--- config.mk ---
export PLATFORM = sky130hd
export DESIGN_NAME = bounded_list_table_engine_top
export DESIGN_NICKNAME = d
export VERILOG_FILES = /design/src/hdl/blte_pkg.sv /design/src/hdl/bounded_list_table_engine_top.sv
export VERILOG_INCLUDE_DIRS = /design/src /design/src/hdl
export SDC_FILE = /design/constraint.sdc
export NUM_CORES = 1
export LEC_CHECK = 0
export CAP_MARGIN = 25
export CELL_PAD_IN_SITES_DETAIL_PLACEMENT = 1
export CELL_PAD_IN_SITES_GLOBAL_PLACEMENT = 1
export CORE_MARGIN = 2
export CORE_UTILIZATION = 55
export DETAILED_ROUTE_END_ITERATION = 8
export DONT_BUFFER_PORTS = 1
export PLACE_DENSITY_LB_ADDON = 0.1
export SLEW_MARGIN = 20
export SYNTH_ARGS = -nofsm -noshare
export SYNTH_HDL_FRONTEND = slang
export SYNTH_SLANG_ARGS = --single-unit
--- constraint.sdc ---
create_clock -name clk -period 10 [get_ports clk]
set_clock_uncertainty 0.05 [all_clocks]
set_input_delay 1.5 -clock clk [delete_from_list [all_inputs] [get_ports clk]]
set_output_delay 1.5 -clock clk [all_outputs]
set_load 0.01 [all_outputs]
--- src/hdl/assert_macros.svh ---
// ----------------------------------------------------------------------------
// assert_macros.svh
// concurrent assertion helpers, empty when SYNTH is defined
// ----------------------------------------------------------------------------
`ifndef ASSERT_MACROS_SVH
`define ASSERT_MACROS_SVH

`ifndef SYNTH

// property must hold at every clock edge out of reset
`define ASSERT_PROP(lbl, clk_sig, rstn_sig, prop) \
	lbl: assert property (@(posedge clk_sig) disable iff (!rstn_sig) prop) \
		else $error("assertion failed");

// expression must never be true out of reset
`define ASSERT_NEVER(lbl, clk_sig, rstn_sig, expr) \
	lbl: assert property (@(posedge clk_sig) disable iff (!rstn_sig) !(expr)) \
		else $error("forbidden condition seen");

`else

`define ASSERT_PROP(lbl, clk_sig, rstn_sig, prop)
`define ASSERT_NEVER(lbl, clk_sig, rstn_sig, expr)

`endif

`endif

--- src/hdl/blte_pkg.sv ---
// ----------------------------------------------------------------------------
// blte_pkg
// operation and status codes of the bounded list table engine
// ----------------------------------------------------------------------------
package blte_pkg;

	localparam int KIND_W   = 3;
	localparam int INDEX_W  = 4;
	localparam int VALUE_W  = 32;
	localparam int STATUS_W = 2;
	localparam int POS_W    = 4;
	localparam int LEN_W    = 5;

	localparam logic [KIND_W-1:0] KIND_APPEND = 3'd0;
	localparam logic [KIND_W-1:0] KIND_READ   = 3'd1;
	localparam logic [KIND_W-1:0] KIND_WRITE  = 3'd2;
	localparam logic [KIND_W-1:0] KIND_FIND   = 3'd3;
	localparam logic [KIND_W-1:0] KIND_REMOVE = 3'd4;

	localparam logic [STATUS_W-1:0] ST_OK       = 2'd0;
	localparam logic [STATUS_W-1:0] ST_OOB      = 2'd1;
	localparam logic [STATUS_W-1:0] ST_NOTFOUND = 2'd2;
	localparam logic [STATUS_W-1:0] ST_FULL     = 2'd3;

endpackage

--- src/hdl/bounded_list_table_engine_top.sv ---
// ----------------------------------------------------------------------------
// bounded_list_table_engine_top
// ordered list of up to CAPACITY words with append, read, write, find, remove
// ----------------------------------------------------------------------------
// Input beats arrive on the s_ group: s_tuser carries the operation kind,
// s_tdata the index and value. Each input beat gives exactly one result beat
// on the m_ group: status, read data, position and the new list length.
// The list lives in a memory with one write port and one registered read
// port, walked by a small sequencer with one shared comparator.
// Each beat passes S_EXEC and then S_RESP. Unknown kinds, append, write and
// out-of-bounds accesses go straight between them; a read adds S_RD_WAIT; a
// find adds S_SCAN_RD and S_SCAN_CMP per entry examined; a remove does as
// find, plus S_SHIFT_RD and S_SHIFT_WR per entry moved down after the match.
// Each entry costs a memory read step and a compare or write step. s_tready
// is high only while the sequencer is idle.
// The result sits in an output register, so a new beat is taken while a
// finished result still waits; a stalled receiver holds m_tvalid and m_tdata
// and the sequencer waits to load the next result. Reset empties the list;
// stored words are left as they were and are never read before written.
// ----------------------------------------------------------------------------
`include "assert_macros.svh"

module bounded_list_table_engine_top
	import blte_pkg::*;
#(
	parameter int CAPACITY   = 16,
	parameter int WORD_WIDTH = 32
) (
	input  logic        clk,
	input  logic        arst_n,
	input  logic        s_tvalid,
	output logic        s_tready,
	input  logic [39:0] s_tdata,   // index[3:0], value[35:4], zero pad
	input  logic [2:0]  s_tuser,   // kind[2:0]
	output logic        m_tvalid,
	input  logic        m_tready,
	output logic [47:0] m_tdata    // status[1:0], read_data[33:2], position[37:34],
	                               // length[42:38], zero pad
);

	localparam int AW = (CAPACITY > 1) ? $clog2(CAPACITY) : 1;
	localparam int CW = $clog2(CAPACITY + 1);
	localparam int XW = (CW > INDEX_W) ? CW : INDEX_W;

	typedef enum logic [2:0] {
		S_IDLE,
		S_EXEC,
		S_RD_WAIT,
		S_SCAN_RD,
		S_SCAN_CMP,
		S_SHIFT_RD,
		S_SHIFT_WR,
		S_RESP
	} state_t;

	state_t                  state_q;
	logic [CW-1:0]           count_q;
	logic [AW-1:0]           ptr_q;
	logic [KIND_W-1:0]       kind_q;
	logic [INDEX_W-1:0]      idx_q;
	logic [WORD_WIDTH-1:0]   word_q;
	logic [STATUS_W-1:0]     res_st_q;
	logic [VALUE_W-1:0]      res_rd_q;
	logic [AW-1:0]           res_pos_q;

	logic                    out_vld_q;
	logic [STATUS_W-1:0]     out_st_q;
	logic [VALUE_W-1:0]      out_rd_q;
	logic [POS_W-1:0]        out_pos_q;
	logic [LEN_W-1:0]        out_len_q;

	logic [WORD_WIDTH-1:0]   mem [CAPACITY];
	logic [WORD_WIDTH-1:0]   rdata_q;
	logic                    mem_we;
	logic [AW-1:0]           mem_wa;
	logic [WORD_WIDTH-1:0]   mem_wd;
	logic [AW-1:0]           mem_ra;

	logic                    idx_oob;
	logic                    list_full;
	logic [CW-1:0]           ptr_p1;
	logic [CW-1:0]           ptr_p2;
	logic                    hit;
	logic                    out_free;

	assign s_tready = (state_q == S_IDLE);
	assign m_tvalid = out_vld_q;
	assign m_tdata  = {5'd0, out_len_q, out_pos_q, out_rd_q, out_st_q};

	assign idx_oob   = (XW'(idx_q) >= XW'(count_q));
	assign list_full = (count_q == CW'(CAPACITY));
	assign ptr_p1    = CW'(ptr_q) + CW'(1);
	assign ptr_p2    = CW'(ptr_q) + CW'(2);
	assign hit       = (rdata_q == word_q);
	assign out_free  = !out_vld_q || m_tready;

	// memory port control
	always_comb begin
		mem_we = 1'b0;
		mem_wa = ptr_q;
		mem_wd = word_q;
		mem_ra = ptr_q;
		unique case (state_q)
			S_EXEC: begin
				mem_ra = AW'(idx_q);
				if (kind_q == KIND_APPEND && !list_full) begin
					mem_we = 1'b1;
					mem_wa = AW'(count_q);
				end else if (kind_q == KIND_WRITE && !idx_oob) begin
					mem_we = 1'b1;
					mem_wa = AW'(idx_q);
				end
			end
			S_SHIFT_RD: begin
				mem_ra = AW'(ptr_p1);
			end
			S_SHIFT_WR: begin
				mem_we = 1'b1;
				mem_wd = rdata_q;
			end
			default: begin
			end
		endcase
	end

	always_ff @(posedge clk) begin
		if (mem_we) begin
			mem[mem_wa] <= mem_wd;
		end
		rdata_q <= mem[mem_ra];
	end

	always_ff @(posedge clk or negedge arst_n) begin
		if (!arst_n) begin
			state_q   <= S_IDLE;
			count_q   <= '0;
			out_vld_q <= 1'b0;
		end else begin
			if (out_vld_q && m_tready && state_q != S_RESP) begin
				out_vld_q <= 1'b0;
			end
			unique case (state_q)
				S_IDLE: begin
					if (s_tvalid) begin
						kind_q    <= s_tuser;
						idx_q     <= s_tdata[3:0];
						word_q    <= WORD_WIDTH'(s_tdata[35:4]);
						res_st_q  <= ST_OK;
						res_rd_q  <= '0;
						res_pos_q <= '0;
						ptr_q     <= '0;
						state_q   <= S_EXEC;
					end
				end
				S_EXEC: begin
					case (kind_q)
						KIND_APPEND: begin
							if (list_full) begin
								res_st_q <= ST_FULL;
							end else begin
								count_q <= count_q + CW'(1);
							end
							state_q <= S_RESP;
						end
						KIND_READ: begin
							if (idx_oob) begin
								res_st_q <= ST_OOB;
								state_q  <= S_RESP;
							end else begin
								state_q <= S_RD_WAIT;
							end
						end
						KIND_WRITE: begin
							if (idx_oob) begin
								res_st_q <= ST_OOB;
							end
							state_q <= S_RESP;
						end
						KIND_FIND, KIND_REMOVE: begin
							if (count_q == '0) begin
								res_st_q <= ST_NOTFOUND;
								state_q  <= S_RESP;
							end else begin
								state_q <= S_SCAN_RD;
							end
						end
						default: begin
							state_q <= S_RESP;
						end
					endcase
				end
				S_RD_WAIT: begin
					res_rd_q <= VALUE_W'(rdata_q);
					state_q  <= S_RESP;
				end
				S_SCAN_RD: begin
					state_q <= S_SCAN_CMP;
				end
				S_SCAN_CMP: begin
					if (hit) begin
						res_pos_q <= ptr_q;
						if (kind_q != KIND_REMOVE) begin
							state_q <= S_RESP;
						end else if (ptr_p1 < count_q) begin
							state_q <= S_SHIFT_RD;
						end else begin
							count_q <= count_q - CW'(1);
							state_q <= S_RESP;
						end
					end else if (ptr_p1 >= count_q) begin
						res_st_q <= ST_NOTFOUND;
						state_q  <= S_RESP;
					end else begin
						ptr_q   <= AW'(ptr_p1);
						state_q <= S_SCAN_RD;
					end
				end
				S_SHIFT_RD: begin
					state_q <= S_SHIFT_WR;
				end
				S_SHIFT_WR: begin
					if (ptr_p2 >= count_q) begin
						count_q <= count_q - CW'(1);
						state_q <= S_RESP;
					end else begin
						ptr_q   <= AW'(ptr_p1);
						state_q <= S_SHIFT_RD;
					end
				end
				S_RESP: begin
					if (out_free) begin
						out_vld_q <= 1'b1;
						out_st_q  <= res_st_q;
						out_rd_q  <= res_rd_q;
						out_pos_q <= POS_W'(res_pos_q);
						out_len_q <= LEN_W'(count_q);
						state_q   <= S_IDLE;
					end
				end
				default: begin
					state_q <= S_IDLE;
				end
			endcase
		end
	end

	`ASSERT_NEVER(a_count_bound, clk, arst_n, count_q > CW'(CAPACITY))

	`ASSERT_PROP(a_one_beat_at_a_time, clk, arst_n,
		(s_tvalid && s_tready) |=> !s_tready)

	`ASSERT_PROP(a_count_step, clk, arst_n,
		(count_q != $past(count_q)) |->
		((count_q == $past(count_q) + CW'(1)) || (count_q == $past(count_q) - CW'(1))))

	`ASSERT_PROP(a_load_only_when_free, clk, arst_n,
		(out_vld_q && !m_tready) |=> (out_vld_q && $stable(out_st_q) && $stable(out_len_q)))

endmodule
Word level (Yosys, flattened, before mapping)

Memories as Yosys holds them, arrays and structs flattened. A register that Yosys moved wholly into a read port is not among the register bits.
Index checks and enable logic that the tools add are counted.

Multiplexer cells: 48
Reductions and logical operators: 26
Magnitude comparators: 4
$add $sub $neg: 4
Equal/unequal tests: 31

Operators with widths:

| operator           | number |
|---|---|
| $mux 32            | 2 |
| $pmux 32 s2        | 1 |
| $eq 32x32->1       | 1 |
| $mux 4             | 8 |
| $mux 5             | 6 |
| $ne 2x2->1 const B | 12 |
| $pmux 3 s8         | 1 |
| $mux 2             | 9 |
| $mux 3             | 6 |
| $pmux 4 s2         | 2 |
| $eq 3x3->1 const B | 5 |
| $ne 3x3->1 const B | 5 |
| $pmux 5 s3         | 1 |
| $eq 3x2->1 const B | 4 |
| $pmux 2 s3         | 2 |
| $pmux 4 s3         | 1 |
| $ge 5x5->1         | 2 |
| $reduce_and 3->1   | 3 |
| $reduce_and 9->1   | 1 |
| $reduce_bool 3->1  | 3 |
| $mux 1             | 7 |
| $reduce_and 7->1   | 1 |
| $eq 3x1->1 const B | 2 |
| $logic_not 3->1    | 2 |
| other kinds (19)   | 26 |

Word-level logic and storage cells: 128
Register bits after elaboration: 133
Memories: 1
Input port bits: 47
Output and inout bits: 50
Bits in writable memories: 512

Memories:

| name | words | width | rd ports | clocked after memory_dff | wr ports | line                                | source |
|---|---|---|---|---|---|---|---|
| mem  | 16    | 32    | 1        | 1                        | 1        | bounded_list_table_engine_top.sv:72 | `logic [WORD_WIDTH-1:0] mem [CAPACITY];` |

Logic depth before layout (Yosys ltp)

Gate-level depths: netlist of the first run.

Depth after elaboration: 8
Gate-level depth with buffers: 11
Gate-level depth less buffers: 11

Least setup slack after synthesis of the first run

Ideal clock, no wire load.

Kind: input -> register
From: in arst_n
To: reg res_rd_q[0] (enable)
Setup time: 0.388 ns
Setup slack: 6.281 ns
Buffers on the path: 0
Arrival time: 3.281 ns
Stages on the path: 2
Required time: 9.562 ns
Path through: and3_1 -> a21o_1

Cells in the longest elaborated chain, start to end: 1

RTL lines:

| what                       | line                                 | source |
|---|---|---|
| start: declaration         | bounded_list_table_engine_top.sv:30  | `input logic arst_n,` |
| $reduce_and 3->1 (no line) | --                                   |  |
| end signal: assignment     | bounded_list_table_engine_top.sv:193 | `res_rd_q <= VALUE_W'(rdata_q);` |
| end: declaration           | bounded_list_table_engine_top.sv:63  | `logic [VALUE_W-1:0] res_rd_q;` |

Every way passes these cells.
A chain may end at the register's enable or synchronous reset.

Worst setup path in the final report of the first run

From: reg count_q[1]
To: mem mem[5][12] (enable)

Cells in the longest elaborated chain, start to end: 8
Elaborated cells on any way between the ends: 14
Classes of those cells: 1 x order compare; 1 x eq/ne; 8 x mux; 4 x reduce/logical

RTL lines:

| what                         | line                                 | source |
|---|---|---|
| start: declaration           | bounded_list_table_engine_top.sv:57  | `logic [CW-1:0] count_q;` |
| start signal: assignment     | bounded_list_table_engine_top.sv:161 | `count_q <= count_q + CW'(1);` |
| start signal: assignment     | bounded_list_table_engine_top.sv:207 | `count_q <= count_q - CW'(1);` |
| start signal: assignment     | bounded_list_table_engine_top.sv:223 | `count_q <= count_q - CW'(1);` |
| $ge 4x5->1                   | bounded_list_table_engine_top.sv:90  | `assign idx_oob = (XW'(idx_q) >= XW'(count_q));` |
| $logic_not 1->1              | bounded_list_table_engine_top.sv:109 | `end else if (kind_q == KIND_WRITE && !idx_oob) begin` |
| $logic_and 1x1->1            | bounded_list_table_engine_top.sv:109 |  |
| $mux 1                       | bounded_list_table_engine_top.sv:109 |  |
| $mux 1                       | bounded_list_table_engine_top.sv:106 | `if (kind_q == KIND_APPEND && !list_full) begin` |
| $pmux 1 s2                   | bounded_list_table_engine_top.sv:103 | `unique case (state_q)` |
| $mux 1                       | bounded_list_table_engine_top.sv:127 | `if (mem_we) begin` |
| $mux 1 (implied by the code) | bounded_list_table_engine_top.sv:128 | `mem[mem_wa] <= mem_wd;` |
| end: declaration             | bounded_list_table_engine_top.sv:72  |  |

Parallel ways exist; a longest one is shown, timed or not.

==> reports/summary.md, run 1 <==
The repair_antennas step left the layout with diodes totalling 0. Once detail routing completed, the nets flagged for antenna violations numbered 0. The critical path crosses 9 cells after its start point.

Cells fill 62.3% of the core in the end. The logs give 59.7 mm for the total wire length and 39.3% for the worst slew margin relative to its limit. The first-pass GRT wire length is 87.7 mm. For the relative contribution of combinational cells to total power, the log shows 28.6%. Setup slack closes at 5.61 ns. For the via count of the first global-routing pass, the log shows 13200.

The share of flip-flops with an asynchronous set or reset is 1.33%, and the slack of the worst reg-to-reg path is 5.61 ns. Critical path class: reg -> reg. The tools report the kind of launch point of the worst setup path as a flip-flop.

For the initial antenna violation count, the log shows 0. Summing the areas of all compound-gate instances in the mapped netlist gives 1.69% of the synthesized area. The detailed router finished its first iteration with 1011 violations. Counting the buffers created by CTS gives 70.

The adder and majority cell fraction of the synthesized area came out at 0.976%. The initial core utilization is 55.5%. The area growth from synthesis to layout is 12.1%. For the final count of hold timing violations, the log shows 0.

The portion of the post-synthesis area used by sequential elements is 75.6%, and the static leakage is 9.92 nW. The remaining global-route overflow was 0. Summing the areas of all and, or, nand and nor instances in the mapped netlist gives 2.75% of the synthesized area. During placement, the flow inserted port buffers numbering 0. The signal on the critical path passes through inv_1 > ha_1 > nand2_1 > o21ai_0 > a31oi_2 > o21ai_2 > a222oi_1 > and2_2 > buf_4. Entering global routing, the biggest net connects 71 pins.

The DRC violation count after routing was 0; the portion of the clock cycle consumed by the worst path in the final layout was 43.9%. The clock root buffer was sky130_fd_sc_hd__clkbuf_16. For this design, the CTS-stage hold fixing added 0 buffers. The power density over the cells was 303 mW/mm^2. The run gives 0 as the max-capacitance violation count. Using the TritonRoute via totals, the vias-per-cell ratio works out to 6.17.

Proportion of layout cells with a drive suffix above 1: 23.9%. The die covers 0.0498 mm^2. Timing would allow up to 0.228 GHz. In this design, the stage delay of the slowest critical-path cell is 0.70 ns.

The time the final worst path needs with I/O delays and setup works out to 4.39 ns. The cell depth of the worst min-delay path is 0. Of the total synthesized cell area, the portion taken by XOR and XNOR cells is 1.36%. For this design, the slowest cell found on the critical path is sky130_fd_sc_hd__a222oi_1. The HPWL reported at the end of detailed placement was 32.2 mm; the largest fanout on the critical path was 25. Counting flops with a built-in enable in the synthesized netlist gives 636.

The number of buffers and inverters on the critical path is 2. The run gives 0.0264 mm^2 as the post-synthesis instance area. The logs give 0.61 ns for the latest clock arrival within the worst-skew pair and 1275 for the synthesized netlist cell count.

The logs give 6.26 mW for the internal power summed over all cells and 4.57 ns for the critical path data arrival time. Setup repair after global routing left no endpoint under its margin. The multiplexer area fraction after synthesis was 16.4%; the count of nets after finishing was 1392. The tools report the number of warnings issued by yosys as 0. The combinational family with the most area after synthesis was multiplexers. The clock sink total was 677; the floorplan die height was 223 um. The floorplan has 80 rows. The net switching share of the total power came out at 30.2%.

The tools report the final weighted congestion in routability-driven placement as 0.784. Adding up every negative setup slack in the final design gives 0 ns. IR analysis of the VDD net gives a maximum drop of 229 uV. In this run the cell area measured after placement is 0.0272 mm^2.

The worst hold slack after final layout was 0.369 ns; the total routing resource utilization after global routing was 24.8%. Setup violations remaining at the end of the flow were counted as 0. The dominant synthesized flop cell was sky130_fd_sc_hd__edfxtp_1.

TritonCTS built the clock tree. In this run the power spent charging and discharging nets is 2.71 mW. After routing the design area is 0.0296 mm^2. The tools report the nature of the critical path endpoint as a flip-flop.

The final max-slew violation count was 0. The logs give 5.39 ns for the pre-CTS setup slack and 0.0475 mm^2 for the area of the core. The first-pass iteration count of the detailed router is 6. The average wire per standard cell is 29.9 um.

The category of cells accounting for the largest share of critical-path delay was compound AO/OA/AOI/OAI gates. Count of cell types in the netlist: 56. The mean instance size in the synthesized netlist came out at 20.7 um^2. The data required time of the worst path is 10.18 ns. The H-tree generated during clock tree synthesis spans 3 levels.

Post-CTS repair changed the size of 0 cells. The tools report the number of vias in the routed layout as 12300. Proportion of power drawn by flip-flops and latches: 42.7%. The classification of the worst-slack hold path is reg -> reg. Measured along the x axis, the die boundary spans 223 um. For the worst flop-to-flop path, the logic depth is 9.

Clock-pin slew was measured on the worst setup and hold paths at 0.06 ns. The number of buffers on the longest clock path came out at 3. The run finished with clean final reports. In the layout the commonest cells are 636 x sky130_fd_sc_hd__edfxtp_1, 128 x sky130_fd_sc_hd__mux4_2, 106 x sky130_fd_sc_hd__mux2i_1, 74 x sky130_fd_sc_hd__clkbuf_16, 35 x sky130_fd_sc_hd__xor2_1.

The relative contribution of the clock network to total power was 28.7%; the number of placed I/O pins was 97. After synthesis the netlist holds a flip-flop and latch count of 677. The library cell used most frequently in the layout, excluding fill and tap cells, is sky130_fd_sc_hd__edfxtp_1.

The pin slew with the least headroom to its limit is 0.911 ns, and the total setup buffers inserted after CTS is 0.
worst register-to-register path: stages, from the launching register on:
cell,delay [ns]
sky130_fd_sc_hd__dfrtp_1,0.56
sky130_fd_sc_hd__inv_1,0.25
sky130_fd_sc_hd__ha_1,0.34
sky130_fd_sc_hd__nand2_1,0.06
sky130_fd_sc_hd__o21ai_0,0.21
sky130_fd_sc_hd__a31oi_2,0.52
sky130_fd_sc_hd__o21ai_2,0.23
sky130_fd_sc_hd__a222oi_1,0.71
sky130_fd_sc_hd__and2_2,0.47
sky130_fd_sc_hd__buf_4,0.59
power groups by stage:
| stage | logic, mW | clock network, mW | registers, mW |
|---|---|---|---|
| 2_1_floorplan | 1.90 | 0 | 3.78 |
| 3_3_place_gp | 2.49 | 0 | 3.87 |
| 3_5_place_dp | 2.56 | 0 | 3.89 |
| 4_1_cts | 2.58 | 2.63 | 3.83 |
| 5_1_grt | 2.79 | 2.72 | 3.86 |
| 6_report | 2.57 | 2.58 | 3.83 |
cell families after synthesis:
logic type | Yosys count
and+or+nand+nor | 133
buffers and inverters | 74
AOI/OAI and AO/OA | 61
adders and majority gates | 20
DFF | 677
other | 1
muxes | 268
xor gates and xnor gates | 41
path summary, 6_finish.rpt:
check                                           from                      to
max                           count_q[1]$_DFFE_PN0P_    mem[5][12]$_DFFE_PP_
min                        res_rd_q[4]$_SDFFCE_PN0P_   out_rd_q[4]$_DFFE_PP_
max reg2reg                   count_q[1]$_DFFE_PN0P_    mem[5][12]$_DFFE_PP_
min reg2reg                res_rd_q[4]$_SDFFCE_PN0P_   out_rd_q[4]$_DFFE_PP_
max in group asynchronous                     arst_n  state_q[2]$_DFFE_PN0P_
min in group asynchronous                     arst_n  count_q[3]$_DFFE_PN0P_
routing by layer:
metal | vias up | wire length [um] | global-route usage [%]
met4 | 0 | 1700 | 7.64
met3 | 116 | 2950 | 3.99
met1 | 6559 | 25000 | 33.8
met5 | - | 0 | 0
met2 | 368 | 30000 | 41.8
li1 | 5282 | - | -
Yosys cell counts (4+ instances only):
library cell                 n  area share [%]
sky130_fd_sc_hd__clkbuf_1   28            0.40
sky130_fd_sc_hd__nor4_1      9            0.21
sky130_fd_sc_hd__o211ai_1    4            0.11
sky130_fd_sc_hd__dfxtp_1    32             2.4
sky130_fd_sc_hd__inv_1      15            0.21
sky130_fd_sc_hd__a21oi_1    14            0.27
sky130_fd_sc_hd__ha_1       19            0.90
sky130_fd_sc_hd__mux4_2    128              11
sky130_fd_sc_hd__nand2b_1    4           0.095
sky130_fd_sc_hd__and3_1      4           0.095
sky130_fd_sc_hd__xnor2_1     6            0.20
sky130_fd_sc_hd__xor2_1     35             1.2
sky130_fd_sc_hd__and2_1     51             1.2
sky130_fd_sc_hd__nor2_1     24            0.34
sky130_fd_sc_hd__nand2_1    20            0.28
sky130_fd_sc_hd__o21ai_0    10            0.19
sky130_fd_sc_hd__buf_1       9            0.13
sky130_fd_sc_hd__buf_4       5            0.14
sky130_fd_sc_hd__mux2_2     33             1.4
sky130_fd_sc_hd__edfxtp_1  636              72
sky130_fd_sc_hd__dfrtp_1     9            0.85
sky130_fd_sc_hd__a31oi_1     6            0.14
sky130_fd_sc_hd__mux2i_1   106             4.0
sky130_fd_sc_hd__a222oi_1    4            0.15
sky130_fd_sc_hd__buf_2      16            0.30
sky130_fd_sc_hd__nor2b_1     5            0.12
sky130_fd_sc_hd__nand3_1     4           0.076
flip-flops by register name, indices dropped and copies added, names as in the netlist:
signal	flops
m_tvalid	1
state_q	3
res_pos_q	4
out_st_q	2
ptr_q	4
res_st_q	2
out_len_q	5
out_pos_q	4
res_rd_q	32
word_q	32
rdata_q	32
out_rd_q	32
count_q	5
mem	512
idx_q	4
kind_q	3
final cells by class:
class	count	area [um^2]
timing repair buffer	32	305
fill	3801	17900
inverter	16	60.1
clock inverter	38	332
tap	615	769
multi-input combinational	528	6210
clock buffer	91	1970
sequential	677	20000
stage by stage:
step,instances,total power [mW]
after floorplan,1279,5.69
after global placement,1863,6.36
after detailed placement,1863,6.45
after CTS,1992,9.03
after global routing,1997,9.37
final,1997,8.97
Note: power is estimated with default switching activity, not from simulation.
==> run 2: changes to the inputs <==
--- a/config.mk
+++ b/config.mk
@@ -10,7 +10,7 @@
 export CELL_PAD_IN_SITES_DETAIL_PLACEMENT = 1
 export CELL_PAD_IN_SITES_GLOBAL_PLACEMENT = 1
 export CORE_MARGIN = 2
-export CORE_UTILIZATION = 55
+export CORE_UTILIZATION = 50
 export DETAILED_ROUTE_END_ITERATION = 8
 export DONT_BUFFER_PORTS = 1
 export PLACE_DENSITY_LB_ADDON = 0.1
==> constraint.sdc (replaced) <==
create_clock -name clk -period 3.9 [get_ports clk]
set_clock_uncertainty 0.05 [all_clocks]
set_input_delay 0.585 -clock clk [delete_from_list [all_inputs] [get_ports clk]]
set_output_delay 0.585 -clock clk [all_outputs]
set_load 0.01 [all_outputs]
==> reports/summary.md, run 2 (synthesis gave the netlist of run 1 again) <==
The run finished with clean final reports. The run gives 29.7% (+1.1 points) as the relative contribution of combinational cells to total power. The worst setup path is of the reg -> reg kind. The clock buffer count from CTS came out at 71 (+1.4%). Leaving out fill and tap cells, the most frequent cell in the layout is sky130_fd_sc_hd__edfxtp_1.

The wire length the detailed router placed on met1 is 26.6 mm (+6.4%), and the worst slew margin relative to its limit is 42.2% (+2.9 points). For the clock sink total, the log shows 677 (unchanged). The run gives 23.2% (-1.6 points) as the total routing resource utilization after global routing. The logs give 0.0303 mm^2 (+2.3%) for the finished layout cell area and 23.2 mW (+160%) for the total design power.

For the final-report setup violation count, the log shows 0 (unchanged). The initial core utilization came out at 50.4% (-5.1 points). The top cell types in the final layout, fill and taps aside, are 636 x sky130_fd_sc_hd__edfxtp_1, 128 x sky130_fd_sc_hd__mux4_2, 106 x sky130_fd_sc_hd__mux2i_1, 73 x sky130_fd_sc_hd__clkbuf_16, 35 x sky130_fd_sc_hd__xor2_1.

The power density over the cells came out at 764 mW/mm^2 (+150%). The logs give 0.0547 mm^2 (+9.8%) for the die area and 4.12 ns (-6.06 ns) for the data required time of the worst path. The cell depth of the worst min-delay path was 0 (unchanged); the number of diodes added for antenna fixing was 0 (unchanged). The remaining global-route overflow was 0 (unchanged); the HPWL reported at the end of detailed placement was 34.6 mm (+7.5%). The number of instances resized during post-cts repair came out at 0 (unchanged). Count of nets after finishing: 1438 (+3.3%). The worst-case reg-to-reg path depth was 8 (-1). The proportion of layout cells with a drive suffix above 1 was 23.9% (about the same); the portion of the clock cycle consumed by the worst path in the final layout was 91.7% (+48 points).

The tools report the critical path data arrival time as 3.79 ns (-0.78 ns). The net switching share of the total power is 30.5% (+0.27 points). The clock transition at the registers of the reported paths is 0.06 ns (about the same). The logs give 0.280 GHz (+23%) for the highest attainable clock frequency and 16.1 mW (+160%) for the internal power summed over all cells.

The average wire per standard cell works out to 28.9 um (-3.3%). Register with the most flip-flops: mem. For hold timing, the worst endpoint is kind_q[0]$_DFFE_PP_. The static leakage was 10.2 nW (+2.5%). The largest fanout on the critical path is 13 (-48%). The worst register-to-register path ends at mem[12][15]$_DFFE_PP_. The number of antenna-violating nets in the routed design was 0 (unchanged); the final max-slew violation count was 0 (unchanged). Kind of launch point of the worst setup path: a flip-flop. The area of the core came out at 0.0523 mm^2 (+10%).

The worst hold path belongs to the class in -> reg. The tools report the post-placement cell count as 1955 (+4.9%). The die boundary width came out at 234 um (+4.8%). The latest clock arrival within the worst-skew pair came out at 0.61 ns (about the same).

The slack of the worst reg-to-reg path is 0.32 ns (-5.29 ns). The startpoint identified for the worst hold timing path is s_tuser[0]. The flip-flop count of the largest register after layout works out to 512 (unchanged). For the detailed route wirelength on metal3, the log shows 3.32 mm (+13%). The pin slew with the least headroom to its limit is 0.859 ns (-0.0520 ns).

The floorplan die height is 234 um (+4.8%). Number of placed I/O pins: 97 (unchanged). The run gives 2116 (+6.0%) as the final standard cell count with taps included and fillers excluded.

The tools report the proportion of power drawn by flip-flops and latches as 42.0% (-0.7 points). The tools report the DRC marker count from the first detailed-route iteration as 877 (-13%). The run gives 0.0352 ns (-0.333 ns) as the worst hold slack after final layout.

From synthesis to final layout, the design area changed by 14.8%. The nature of the critical path endpoint is a flip-flop. The total of buffers placed on input and output ports came out at 0 (unchanged). Setup repair after global routing left no endpoint under its margin. The relative contribution of the clock network to total power is 28.4% (-0.3 points), and the count of standard-cell rows is 84 (+5.0%).

The max-capacitance violation count is 0 (unchanged). The launch point of the worst reg-to-reg path is idx_q[2]$_DFFE_PP_. The sum of negative setup slack is 0 ns (unchanged). The first-pass iteration count of the detailed router came out at 5 (-1).

The run gives 0.0277 mm^2 (+1.9%) as the instance area after placement. The logs give 89.7 mm (+2.4%) for the first-pass GRT wire length and 61.2 mm (+2.4%) for the total wire length. TritonCTS built the clock tree. The logs give 3 (unchanged) for the number of buffers on the longest clock path and 12500 (+1.3%) for the number of vias in the routed layout. The number of H-tree branching levels came out at 3 (unchanged).

The tools report the pin count of the biggest net entering global routing as 76 (+7.0%). The highest layer touched by signal routing is met4. The via count of the first global-routing pass was 13400 (+1.5%). The time the final worst path needs with I/O delays and setup is 3.58 ns (-0.814 ns), and the switching power is 7.06 mW (+160%). The routed via count divided by cell count is 5.90 (-4.4%), and the final weighted congestion in routability-driven placement is 0.772 (-1.4%).

Clock root buffer: sky130_fd_sc_hd__clkbuf_16. The tools report the initial antenna violation count as 2 (+2). The met2 wirelength from detailed routing is 29.3 mm (-2.4%), and the final count of hold timing violations is 0 (unchanged).

The DRC violation count after routing is 0 (unchanged). Maximum ir drop on the vdd rail: 461 uV (+100%).
## run 2: metrics by stage
step	setup slack [ns]	util, %
floorplan	0.573	-
global placement	0.421	53.0
detailed placement	0.347	53.0
CTS	0.327	57.9
global route	0.0699	57.9
finish	0.324	57.9
## run 2: critical path, cell delays in order, from the launching register on
cell and delay (ns):
sky130_fd_sc_hd__edfxtp_1 0.45, sky130_fd_sc_hd__ha_1 0.33, sky130_fd_sc_hd__a21oi_1 0.16, sky130_fd_sc_hd__o21ai_0 0.22
sky130_fd_sc_hd__a31oi_2 0.49, sky130_fd_sc_hd__o21ai_2 0.22, sky130_fd_sc_hd__a222oi_1 0.69, sky130_fd_sc_hd__and2_2 0.31
sky130_fd_sc_hd__buf_4 0.30
## run 2: repair_timing
| action | CTS | global route |
|---|---|---|
| endpoints found under the hold margin | 37 | 2 |
| setup endpoints to repair | 0 | 0 |
| buffers inserted | 0 | 0 |
| hold buffers | 29 | 2 |
## run 2: worst max-delay path by stage
stage,startpoint,cells after the start,endpoint
finish,idx_q[2]$_DFFE_PP_,8,mem[12][15]$_DFFE_PP_
global route,count_q[2]$_DFFE_PN0P_,9,mem[14][21]$_DFFE_PP_
CTS,count_q[2]$_DFFE_PN0P_,9,mem[12][15]$_DFFE_PP_
detailed placement,count_q[2]$_DFFE_PN0P_,9,mem[12][23]$_DFFE_PP_
global placement,idx_q[2]$_DFFE_PP_,8,mem[6][22]$_DFFE_PP_
floorplan,count_q[0]$_DFFE_PN0P_,6,mem[12][0]$_DFFE_PP_
## run 2: cell type report
cell class	count	area, um^2
Fill cell	4408	22000
Sequential cell	677	20000
Multi-Input combinational cell	528	6210
Clock buffer	105	2090
Timing Repair Buffer	77	931
Tap cell	688	861
Clock inverter	25	189
Inverter	16	60.1
## run 2: layer usage
metal	vias to the layer above	GRT usage (%)
met1	6683	31.9
li1	5373	-
met3	105	5.13
met4	0	8.13
met5	-	0
met2	325	37.0
## run 2: power by group through the flow
stage,Clock [mW],Sequential [mW],Combinational [mW]
floorplan,0,9.70,4.88
global placement,0,9.83,6.81
global route,6.94,9.79,7.46
detailed placement,0,9.87,6.95
CTS,6.72,9.73,7.02
finish,6.57,9.72,6.87
